$ cat config.mk
export PLATFORM = sky130hd
export DESIGN_NAME = lru_block_cache_directory
export DESIGN_NICKNAME = d
export VERILOG_FILES = /design/src/rtl/lbcd_pkg.sv /design/src/rtl/lru_block_cache_directory.sv /design/src/rtl/lbcd_front.sv /design/src/rtl/lbcd_back.sv
export SDC_FILE = /design/constraint.sdc
export NUM_CORES = 1
export LEC_CHECK = 0
export ABC_AREA = 1
export BUFFER_PORTS_ARGS = -buffer_cell sky130_fd_sc_hd__buf_2
export CAP_MARGIN = 15
export CELL_PAD_IN_SITES_DETAIL_PLACEMENT = 1
export CELL_PAD_IN_SITES_GLOBAL_PLACEMENT = 2
export CORE_MARGIN = 4
export CORE_UTILIZATION = 41
export CTS_CLUSTER_SIZE = 14
export DETAILED_ROUTE_END_ITERATION = 6
export PLACE_DENSITY_LB_ADDON = 0.1
export SETUP_SLACK_MARGIN = 0.15
export SYNTH_ARGS = -nofsm -noshare
export SYNTH_HDL_FRONTEND = slang
export SYNTH_SLANG_ARGS = --single-unit
$ cat constraint.sdc
create_clock -name clk_i -period 5.65 [get_ports clk_i]
set_clock_uncertainty 0.15 [all_clocks]
set_input_delay 1.4125 -clock clk_i [delete_from_list [all_inputs] [get_ports clk_i]]
set_output_delay 1.4125 -clock clk_i [all_outputs]
set_load 0.005 [all_outputs]
$ cat src/rtl/lbcd_pkg.sv
`timescale 1ns / 1ps

package lbcd_pkg;

  localparam int unsigned SLOT_W  = 4;
  localparam int unsigned BLOCK_W = 32;

  typedef enum logic {
    OP_LOOKUP = 1'b0,
    OP_CLEAR  = 1'b1
  } op_e;

  typedef enum logic [1:0] {
    ST_IDLE,
    ST_COMPARE,
    ST_UPDATE
  } st_e;

  // front to back queue handshake
  typedef struct packed {
    logic valid;
    op_e  op;
  } q_head_t;

endpackage

$ cat src/rtl/lru_block_cache_directory.sv
`timescale 1ns / 1ps
// Channel   Direction  Handshake                 Payload
// in        input      in_valid_i / in_stall_o   action_i, block_number_i
// out       output     out_valid_o / out_stall_i hit_o, slot_o, evicted_o, evicted_block_o
//
// Front takes one transaction per cycle into a 2-deep queue while the queue is not full.
// Back handles each transaction as a tag compare, then a rank/tag update; it takes no new one until the update applies.
// Reset clears valid bits, ranks, fill count and queue; tags are not reset, no clearing pass.
// out_stall_i holds the update stage; in_stall_o rises only when the queue is full.

module lru_block_cache_directory #(
  parameter int unsigned WAYS              = 16,
  parameter int unsigned BLOCK_NUMBER_BITS = 32
) (
  input  logic                         clk_i,
  input  logic                         rst_ni,
  input  logic                         in_valid_i,
  output logic                         in_stall_o,
  input  logic                         action_i,
  input  logic [lbcd_pkg::BLOCK_W-1:0] block_number_i,
  output logic                         out_valid_o,
  input  logic                         out_stall_i,
  output logic                         hit_o,
  output logic [lbcd_pkg::SLOT_W-1:0]  slot_o,
  output logic                         evicted_o,
  output logic [lbcd_pkg::BLOCK_W-1:0] evicted_block_o
);

  localparam int unsigned TAG_W =
    (BLOCK_NUMBER_BITS < lbcd_pkg::BLOCK_W) ? BLOCK_NUMBER_BITS : lbcd_pkg::BLOCK_W;

  lbcd_pkg::q_head_t q_head;
  logic [TAG_W-1:0]  q_tag;
  logic              q_pop;

  lbcd_front #(
    .TAG_W (TAG_W)
  ) u_front (
    .clk_i          (clk_i),
    .rst_ni         (rst_ni),
    .in_valid_i     (in_valid_i),
    .in_stall_o     (in_stall_o),
    .action_i       (action_i),
    .block_number_i (block_number_i),
    .q_head_o       (q_head),
    .q_tag_o        (q_tag),
    .q_pop_i        (q_pop)
  );

  lbcd_back #(
    .WAYS  (WAYS),
    .TAG_W (TAG_W)
  ) u_back (
    .clk_i           (clk_i),
    .rst_ni          (rst_ni),
    .q_head_i        (q_head),
    .q_tag_i         (q_tag),
    .q_pop_o         (q_pop),
    .out_valid_o     (out_valid_o),
    .out_stall_i     (out_stall_i),
    .hit_o           (hit_o),
    .slot_o          (slot_o),
    .evicted_o       (evicted_o),
    .evicted_block_o (evicted_block_o)
  );

endmodule

$ cat src/rtl/lbcd_front.sv
`timescale 1ns / 1ps

module lbcd_front #(
  parameter int unsigned TAG_W = 32
) (
  input  logic                         clk_i,
  input  logic                         rst_ni,
  input  logic                         in_valid_i,
  output logic                         in_stall_o,
  input  logic                         action_i,
  input  logic [lbcd_pkg::BLOCK_W-1:0] block_number_i,
  output lbcd_pkg::q_head_t            q_head_o,
  output logic [TAG_W-1:0]             q_tag_o,
  input  logic                         q_pop_i
);

  lbcd_pkg::op_e    op_q  [2];
  logic [TAG_W-1:0] tag_q [2];
  logic             wr_ptr_q, wr_ptr_d;
  logic             rd_ptr_q, rd_ptr_d;
  logic [1:0]       cnt_q, cnt_d;
  logic             push;
  logic             pop;

  assign in_stall_o = (cnt_q == 2'd2);
  assign push       = in_valid_i && !in_stall_o;
  assign pop        = q_pop_i && (cnt_q != 2'd0);

  always_comb begin
    wr_ptr_d = push ? ~wr_ptr_q : wr_ptr_q;
    rd_ptr_d = pop ? ~rd_ptr_q : rd_ptr_q;
    cnt_d    = cnt_q;
    if (push && !pop) begin
      cnt_d = cnt_q + 2'd1;
    end else if (pop && !push) begin
      cnt_d = cnt_q - 2'd1;
    end
  end

  always_ff @(posedge clk_i or negedge rst_ni) begin
    if (!rst_ni) begin
      wr_ptr_q <= 1'b0;
      rd_ptr_q <= 1'b0;
      cnt_q    <= 2'd0;
    end else begin
      wr_ptr_q <= wr_ptr_d;
      rd_ptr_q <= rd_ptr_d;
      cnt_q    <= cnt_d;
    end
  end

  // classify on entry: clear or lookup, tag cut to directory width
  always_ff @(posedge clk_i) begin
    if (push) begin
      op_q[wr_ptr_q]  <= action_i ? lbcd_pkg::OP_CLEAR : lbcd_pkg::OP_LOOKUP;
      tag_q[wr_ptr_q] <= TAG_W'(block_number_i);
    end
  end

  assign q_head_o.valid = (cnt_q != 2'd0);
  assign q_head_o.op    = op_q[rd_ptr_q];
  assign q_tag_o        = tag_q[rd_ptr_q];

endmodule

$ cat src/rtl/lbcd_back.sv
`timescale 1ns / 1ps

module lbcd_back #(
  parameter int unsigned WAYS  = 16,
  parameter int unsigned TAG_W = 32
) (
  input  logic                         clk_i,
  input  logic                         rst_ni,
  input  lbcd_pkg::q_head_t            q_head_i,
  input  logic [TAG_W-1:0]             q_tag_i,
  output logic                         q_pop_o,
  output logic                         out_valid_o,
  input  logic                         out_stall_i,
  output logic                         hit_o,
  output logic [lbcd_pkg::SLOT_W-1:0]  slot_o,
  output logic                         evicted_o,
  output logic [lbcd_pkg::BLOCK_W-1:0] evicted_block_o
);

  localparam int unsigned IDX_W  = (WAYS > 1) ? $clog2(WAYS) : 1;
  localparam int unsigned RANK_W = IDX_W;
  localparam int unsigned CNT_W  = $clog2(WAYS + 1);

  lbcd_pkg::st_e     state_q, state_d;
  lbcd_pkg::op_e     op_q;
  logic [TAG_W-1:0]  work_tag_q;

  logic [TAG_W-1:0]  tag_q  [WAYS];
  logic [RANK_W-1:0] rank_q [WAYS];
  logic [WAYS-1:0]   valid_q;
  logic [CNT_W-1:0]  fill_q;

  logic [WAYS-1:0]   match_q;
  logic [WAYS-1:0]   lru_q;
  logic              full_q;

  logic                         out_valid_q, out_valid_d;
  logic                         hit_q;
  logic [lbcd_pkg::SLOT_W-1:0]  slot_q;
  logic                         evicted_q;
  logic [lbcd_pkg::BLOCK_W-1:0] evicted_block_q;

  logic              out_free;
  logic              apply;
  logic              pop;
  logic              hit;
  logic [IDX_W-1:0]  hit_idx;
  logic [IDX_W-1:0]  lru_idx;
  logic [RANK_W-1:0] old_rank;
  logic [IDX_W-1:0]  slot_sel;
  logic [TAG_W-1:0]  victim_tag;

  assign out_free = !out_valid_q || !out_stall_i;

  always_comb begin
    state_d = state_q;
    pop     = 1'b0;
    apply   = 1'b0;
    case (state_q)
      lbcd_pkg::ST_IDLE: begin
        if (q_head_i.valid) begin
          pop     = 1'b1;
          state_d = lbcd_pkg::ST_COMPARE;
        end
      end
      lbcd_pkg::ST_COMPARE: begin
        state_d = lbcd_pkg::ST_UPDATE;
      end
      lbcd_pkg::ST_UPDATE: begin
        if (out_free) begin
          apply = 1'b1;
          if (q_head_i.valid) begin
            pop     = 1'b1;
            state_d = lbcd_pkg::ST_COMPARE;
          end else begin
            state_d = lbcd_pkg::ST_IDLE;
          end
        end
      end
      default: begin
        state_d = lbcd_pkg::ST_IDLE;
      end
    endcase
  end

  assign q_pop_o = pop;

  always_ff @(posedge clk_i or negedge rst_ni) begin
    if (!rst_ni) begin
      state_q <= lbcd_pkg::ST_IDLE;
    end else begin
      state_q <= state_d;
    end
  end

  always_ff @(posedge clk_i) begin
    if (pop) begin
      op_q       <= q_head_i.op;
      work_tag_q <= q_tag_i;
    end
  end

  // compare stage: one comparator per way, LRU way is the one at the oldest rank
  always_ff @(posedge clk_i) begin
    if (state_q == lbcd_pkg::ST_COMPARE) begin
      for (int i = 0; i < WAYS; i++) begin
        match_q[i] <= valid_q[i] && (tag_q[i] == work_tag_q);
        lru_q[i]   <= valid_q[i] && (rank_q[i] == RANK_W'(WAYS - 1));
      end
      full_q <= (fill_q == CNT_W'(WAYS));
    end
  end

  // match and LRU vectors are one-hot, so an OR encode suffices
  always_comb begin
    hit_idx  = '0;
    lru_idx  = '0;
    old_rank = '0;
    for (int i = 0; i < WAYS; i++) begin
      if (match_q[i]) begin
        hit_idx  = hit_idx | IDX_W'(i);
        old_rank = old_rank | rank_q[i];
      end
      if (lru_q[i]) begin
        lru_idx = lru_idx | IDX_W'(i);
      end
    end
    hit = |match_q;
    if (hit) begin
      slot_sel = hit_idx;
    end else if (!full_q) begin
      slot_sel = fill_q[IDX_W-1:0];
    end else begin
      slot_sel = lru_idx;
    end
  end

  assign victim_tag = tag_q[lru_idx];

  always_ff @(posedge clk_i or negedge rst_ni) begin
    if (!rst_ni) begin
      valid_q <= '0;
      fill_q  <= '0;
      for (int i = 0; i < WAYS; i++) begin
        rank_q[i] <= '0;
      end
    end else if (apply) begin
      if (op_q == lbcd_pkg::OP_CLEAR) begin
        valid_q <= '0;
        fill_q  <= '0;
        for (int i = 0; i < WAYS; i++) begin
          rank_q[i] <= '0;
        end
      end else begin
        for (int i = 0; i < WAYS; i++) begin
          if (IDX_W'(i) == slot_sel) begin
            rank_q[i] <= '0;
          end else if (valid_q[i] && (!hit || (rank_q[i] < old_rank))) begin
            rank_q[i] <= rank_q[i] + RANK_W'(1);
          end
        end
        if (!hit && !full_q) begin
          valid_q[slot_sel] <= 1'b1;
          fill_q            <= fill_q + CNT_W'(1);
        end
      end
    end
  end

  always_ff @(posedge clk_i) begin
    if (apply && (op_q == lbcd_pkg::OP_LOOKUP) && !hit) begin
      for (int i = 0; i < WAYS; i++) begin
        if (IDX_W'(i) == slot_sel) begin
          tag_q[i] <= work_tag_q;
        end
      end
    end
  end

  always_comb begin
    out_valid_d = out_valid_q && out_stall_i;
    if (apply) begin
      out_valid_d = 1'b1;
    end
  end

  always_ff @(posedge clk_i or negedge rst_ni) begin
    if (!rst_ni) begin
      out_valid_q <= 1'b0;
    end else begin
      out_valid_q <= out_valid_d;
    end
  end

  always_ff @(posedge clk_i) begin
    if (apply) begin
      if (op_q == lbcd_pkg::OP_CLEAR) begin
        hit_q           <= 1'b0;
        slot_q          <= '0;
        evicted_q       <= 1'b0;
        evicted_block_q <= '0;
      end else begin
        hit_q           <= hit;
        slot_q          <= lbcd_pkg::SLOT_W'(slot_sel);
        evicted_q       <= !hit && full_q;
        evicted_block_q <= (!hit && full_q) ? lbcd_pkg::BLOCK_W'(victim_tag) : '0;
      end
    end
  end

  assign out_valid_o     = out_valid_q;
  assign hit_o           = hit_q;
  assign slot_o          = slot_q;
  assign evicted_o       = evicted_q;
  assign evicted_block_o = evicted_block_q;

endmodule

==> flow_summary.yaml, run 1 <==
drt:
  wl_per_cell_um: 31.4
  via_per_inst: 6.11
  dr.pass1.iters: 5
  route.detailed.drc: 0
  finalWirelength_um: 172000
  dr.first_iter.drc_count: 4372
  vias: 33600
  antenna_left: 0
power_and_ir_drop:
  seqPwrFrac: 0.348
  clockPowerShare: 0.261
  internal-power_w: 0.0132
  pwr_density_cell_nw_per_um2: 519
  power_frac_comb: 0.391
  ir_drop_v: 0.000395
  p_sw_frac: 0.431
  p_sw_w: 0.0100
  p_leak_nw: 16.6
global_routing:
  grt_start_max_net_pins: 131
  grt_first_pass_wirelength_um: 244000
  antenna_found_initial: 12
  grt_overflow_total: 0
  grt_usage: 0.333
  grt_pass1_vias: 33100
timing:
  worst_hold_slack_ps: 353
  max_freq_mhz: 234
  finalMaxSlewViolations: 0
  slew_headroom: 0.150
  period_minus_slack_ps: 4270
  finalSetupViolCount: 0
  tns_ps: 0
  period_share: 0.756
  worstMarginPinSlew_ps: 1260
  finalHoldViolCount: 0
  rsz0062_at_grt: "no"
  timing.final.ws_setup_ps: 1380
critical_path:
  cp.required_ps: 5790
  start_kind: "register"
  arrival_ps: 4410
  endpoint_kind: "register"
  crit_fanout: 7
  path_class: "register to register"
die:
  die_x_um: 318
  pin_count: 77
  die_h_um: 318
  initial_core_util: 0.415
  die-area_um2: 101000
  core-area_um2: 95300
  rows: 113
yosys:
  ys_ff_latch: 773
  synthFlopType: "edfxtp_1"
  synthesis.nets: 4202
  synthCells: 4098
  yosysUniqueCellTypes: 50
  syn_area_per_cell_um2: 9.64
  async_reset_ff_frac: 0.119
  synth_warnings: 0
  syn_area_um2: 39500
  synth_edf_count: 681
  ys_seq_area_frac: 0.576
clock_tree:
  htreeDepth: 3
  cts_sinks: 773
  tritoncts: "done"
  cts_resized: 0
  cts_hold_buffers: 0
  root_buffer: "clkbuf_16"
  cts_buffers: 88
  post_cts_buffers: 0
  clk_pin_slew_ps: 60
  clk_latency_ps: 700
  cts_buffer_depth: 3
cells_and_area:
  seq_area_um2: 22800
  drive_gt1_frac: 0.113
  multi_input_area_um2: 14900
  fillers: 10700
  final_nets: 4259
  syn_to_final_growth_pct: 13.3
placed_design:
  numPortBuffers: 76
  preCtsSetupSlack_ps: 1200
  hpwlAfterDp_um: 120000
  gp_congestion: 0.960
min_path:
  min-delay-path-class: "register to register"
run:
  drv_cap: 0
outcome:
  status: "finished clean"
through the flow:
step                utilization  cells  area [um2]  power, W
floorplan                     -   4098       39500    0.0126
global placement          0.437   5325       41600    0.0169
detailed placement        0.438   5327       41700    0.0170
CTS                       0.469   5489       44700    0.0231
global route              0.470   5492       44800    0.0242
finish                    0.470   5493       44800    0.0232
worst max-delay path, stage by stage (launching register included):
cell and delay (ps):
edfxtp_1 660, clkinv_1 840, nand2_1 270, nand4_1 250
a221oi_1 480, nand3_1 130, nor4_1 1080
cells by family after synthesis:
| group | after synthesis | synth area share |
|---|---|---|
| and+or+nand+nor | 1590 | 0.176 |
| AOI/OAI and AO/OA | 998 | 0.144 |
| DFF | 773 | 0.576 |
| buffers and inverters | 526 | 0.0514 |
| xor gates and xnor gates | 144 | 0.0319 |
| adders and majority gates | 67 | 0.0212 |
power groups by stage:
| stage | combinational, W | clock [W] | sequential [W] |
|---|---|---|---|
| floorplan | 0.00441 | 0 | 0.00823 |
| global placement | 0.00869 | 0 | 0.00818 |
| detailed placement | 0.00885 | 0 | 0.00819 |
| CTS | 0.00891 | 0.00612 | 0.00808 |
| global route | 0.00969 | 0.00638 | 0.00815 |
| finish | 0.00909 | 0.00608 | 0.00808 |
cells in the mapped netlist (all sizes together), types with 60 or more instances:
cell	instances	share of area
a21oi	156	0.020
clkbuf	167	0.016
dfrtp	92	0.058
edfxtp	681	0.52
ha	67	0.021
inv	299	0.029
nand2	868	0.089
nand3	180	0.023
nor2	379	0.039
nor4	60	0.0095
o21ai	530	0.067
o22ai	156	0.025
xnor2	63	0.014
xor2	81	0.018
registers in the layout (all words and copies together), names as in the netlist, 2 cells and up:
register,cells
u_front.op_q,2
u_front.tag_q,64
u_back.fill_q,5
u_back.lru_q,15
u_back.tag_q,512
u_back.slot_o,4
u_back.match_q,16
u_back.valid_q,16
u_back.work_tag_q,32
u_front.cnt_q,2
u_back.rank_q,64
u_back.state_q,2
u_back.evicted_block_o,32
placed cells by master, fill, tap and decap left out, types with 12 or more instances in the layout:
master / netlist / final
buf_4: 3 / 96
ha_1: 67 / 67
or2_2: 58 / 58
o22ai_1: 156 / 156
a22o_1: 22 / 22
xor2_1: 81 / 81
clkbuf_16: 0 / 88
clkbuf_1: 167 / 24
nand2_1: 813 / 812
a211oi_1: 18 / 18
nor2_1: 367 / 346
edfxtp_1: 681 / 681
xnor2_1: 63 / 63
nand4_1: 21 / 21
a31oi_1: 32 / 32
a221oi_1: 52 / 52
nor4_1: 60 / 59
bufinv_16: 0 / 12
nand2_2: 38 / 39
buf_2: 21 / 75
inv_1: 282 / 282
nand2_4: 15 / 15
o21ai_0: 519 / 519
clkinv_1: 13 / 28
nor2_4: 3 / 25
inv_2: 14 / 14
a21oi_1: 156 / 156
nand3_1: 179 / 177
dfrtp_1: 92 / 92
layout make-up:
type	instances	area share
Antenna cell	1	0.0000559
Clock buffer	115	0.0521
Clock inverter	47	0.0148
Inverter	313	0.0266
Multi-Input combinational cell	2799	0.334
Sequential cell	773	0.508
Tap cell	1265	0.0354
Timing Repair Buffer	180	0.0290
metal layers:
layer,routed length [um],vias up,GRT usage,part of all wire
li1,-,14600,-,-
met1,71000,17000,0.462,0.41
met2,77000,1719,0.518,0.45
met3,17300,313,0.0747,0.10
met4,6910,4,0.113,0.040
met5,30,-,0,0.00017
path summary, 6_finish.rpt:
check                                                 from                              end  slack, ps  cells after the start
max                        u_back.work_tag_q[11]$_DFFE_PP_      u_back.match_q[6]$_DFFE_PN_       1380                      6
min                         u_front.tag_q[0][30]$_DFFE_PP_  u_back.work_tag_q[30]$_DFFE_PP_        350                      2
max reg2reg                u_back.work_tag_q[11]$_DFFE_PP_      u_back.match_q[6]$_DFFE_PN_       1380                      6
min reg2reg                 u_front.tag_q[0][30]$_DFFE_PP_  u_back.work_tag_q[30]$_DFFE_PP_        350                      2
max in group asynchronous                           rst_ni    u_back.rank_q[31]$_DFFE_PN0P_       3600                      2
min in group asynchronous                           rst_ni     u_front.rd_ptr_q$_DFFE_PN0P_        620                      1
Note: power is estimated with default switching activity, not from simulation.
==> run 2, diff against run 1 <==
CORE_UTILIZATION = 37   (was 41)
clock period = 3.7 ns   (was 5.65 ns; I/O delays follow)
==> flow_summary.yaml, run 2 (synthesized netlist as in run 1, its figures left out) <==
clock_tree:
  root_buffer: "clkbuf_16"
  htreeDepth: 3
  cts_hold_buffers: 0
  tritoncts: "done"
  cts_sinks: 773
  clk_pin_slew_ps: 60
  clk_latency_ps: 720
  cts_buffers: 93
  cts_buffer_depth: 3
  post_cts_buffers: 0
drt:
  antenna_left: 0
  dr.first_iter.drc_count: 3975
  dr.pass1.iters: 5
  vias: 33700
  via_per_inst: 5.86
  route.detailed.drc: 0
  wl_per_cell_um: 30.8
  finalWirelength_um: 177000
min_path:
  min-delay-path-class: "input port to asynchronous set/reset pin"
critical_path:
  arrival_ps: 3900
  path_class: "register to register"
  crit_fanout: 4
  r2r_slack_ps: 20
  r2r.worst_path.cells: 5
  crit_chain: "inv_1, o21ai_0, nor4_1, nand3_1, nor4_1"
  worst_r2r_endpoint: "u_back.match_q[14]$_DFFE_PN_"
  start_kind: "register"
  reg2reg_from: "u_back.work_tag_q[1]$_DFFE_PP_"
  slowest_delay_ps: 890
  endpoint_kind: "register"
  cp.required_ps: 3910
  crit_top_cell: "nor4_1"
  crit_end: "u_back.match_q[14]$_DFFE_PN_"
  crit_path_top_delay_cell: "nor4_1"
  crit_start: "u_back.work_tag_q[1]$_DFFE_PP_"
timing:
  finalMaxSlewViolations: 0
  finalHoldViolCount: 0
  rsz0062_at_grt: "no"
  worstMarginPinSlew_ps: 932
  slew_headroom: 0.363
  tns_ps: 0
  period_minus_slack_ps: 3680
  period_share: 0.996
  finalSetupViolCount: 0
  max_freq_mhz: 271
cells_and_area:
  top_regs: "u_back.tag_q: 512 flops, u_back.rank_q: 64 flops, u_front.tag_q: 64 flops"
  final_cell_mix: "812 x nand2_1, 681 x edfxtp_1, 519 x o21ai_0"
  layout_commonest_cell: "nand2_1"
  drive_gt1_frac: 0.142
  largest_reg_flops: 512
  fin_cells: 5755
  syn_to_final_growth_pct: 17.6
  final_nets: 4386
  regMostFlops: "u_back.tag_q"
global_routing:
  antenna_found_initial: 5
  grtUsageMet3: 0.0722
  grt_pass1_vias: 33000
  grt_start_max_net_pins: 104
  grt_overflow_total: 0
  use_met1: 0.436
  grt-busiest-layer: "met2"
  grt_usage: 0.311
  grt_first_pass_wirelength_um: 250000
  use_met2: 0.467
die:
  die-area_um2: 112000
  pin_count: 77
  rows: 119
  initial_core_util: 0.374
  die_x_um: 335
  die_h_um: 335
  core-area_um2: 106000
placed_design:
  hpwlAfterDp_um: 128000
  gp_congestion: 0.942
  dpl.cell_count: 5577
  numPortBuffers: 76
power_and_ir_drop:
  pwr_density_cell_nw_per_um2: 781
  ir_drop_v: 0.000460
  p_leak_nw: 17.4
run:
  drv_cap: 0
outcome:
  status: "finished clean"
==> run 2: worst min-delay path by stage <==
| stage | endpoint | slack (ps) |
|---|---|---|
| 3_5_place_dp | u_back.work_tag_q[31]$_DFFE_PP_ | 350 |
| 5_1_grt | u_back.rank_q[28]$_DFFE_PN0P_ | 160 |
| 4_1_cts | u_back.rank_q[27]$_DFFE_PN0P_ | 140 |
| 6_report | u_back.rank_q[29]$_DFFE_PN0P_ | 140 |
| 2_1_floorplan | u_back.state_q[1]$_DFFE_PN0P_ | 310 |
| 3_3_place_gp | u_back.work_tag_q[26]$_DFFE_PP_ | 340 |
==> run 2: through the flow <==
stage | util | power, W | worst slack (ps) | hold slack [ps] | area (um2)
after floorplan | - | 0.0193 | -146 | 308 | 39500
after global placement | 0.408 | 0.0262 | 127 | 343 | 43200
after detailed placement | 0.408 | 0.0264 | 94.0 | 352 | 43200
after CTS | 0.439 | 0.0363 | 191 | 141 | 46400
after global routing | 0.440 | 0.0379 | 152 | 163 | 46500
final | 0.440 | 0.0363 | 16.1 | 140 | 46500
==> run 2: what timing repair did <==
action,in CTS,in global routing
pin swaps,0,0
resized for setup,1,1
endpoints found under the setup margin,1,17
==> run 2: critical path, delay by kind of cell (launching register included) <==
kind,cells,cell delay [ps]
buffers and inverters,1,440
DFF,1,490
AOI/OAI and AO/OA,1,400
and+or+nand+nor,3,1860
==> run 2: area by class of cell <==
| cell class | count | area, um2 |
|---|---|---|
| Antenna cell | 2 | 5.00 |
| Sequential cell | 773 | 22800 |
| Clock inverter | 55 | 768 |
| Multi-Input combinational cell | 2799 | 15000 |
| Tap cell | 1391 | 1740 |
| Fill cell | 11800 | 59200 |
| Timing Repair Buffer | 302 | 2520 |
| Clock buffer | 120 | 2520 |
| Inverter | 313 | 1190 |
==> run 2: layer usage <==
metal / wire [um] / vias to the layer above
met5: 7 / -
met4: 7740 / 2
met3: 16300 / 295
met2: 77200 / 1598
met1: 76000 / 17000
li1: - / 14800
==> run 2: where the power goes <==
group	internal (W)	leakage [nW]	switching (W)
clock	0.00583	1.59	0.00408
combinational	0.00375	8.39	0.0101
sequential	0.0114	7.46	0.00111
total	0.0210	17.4	0.0153
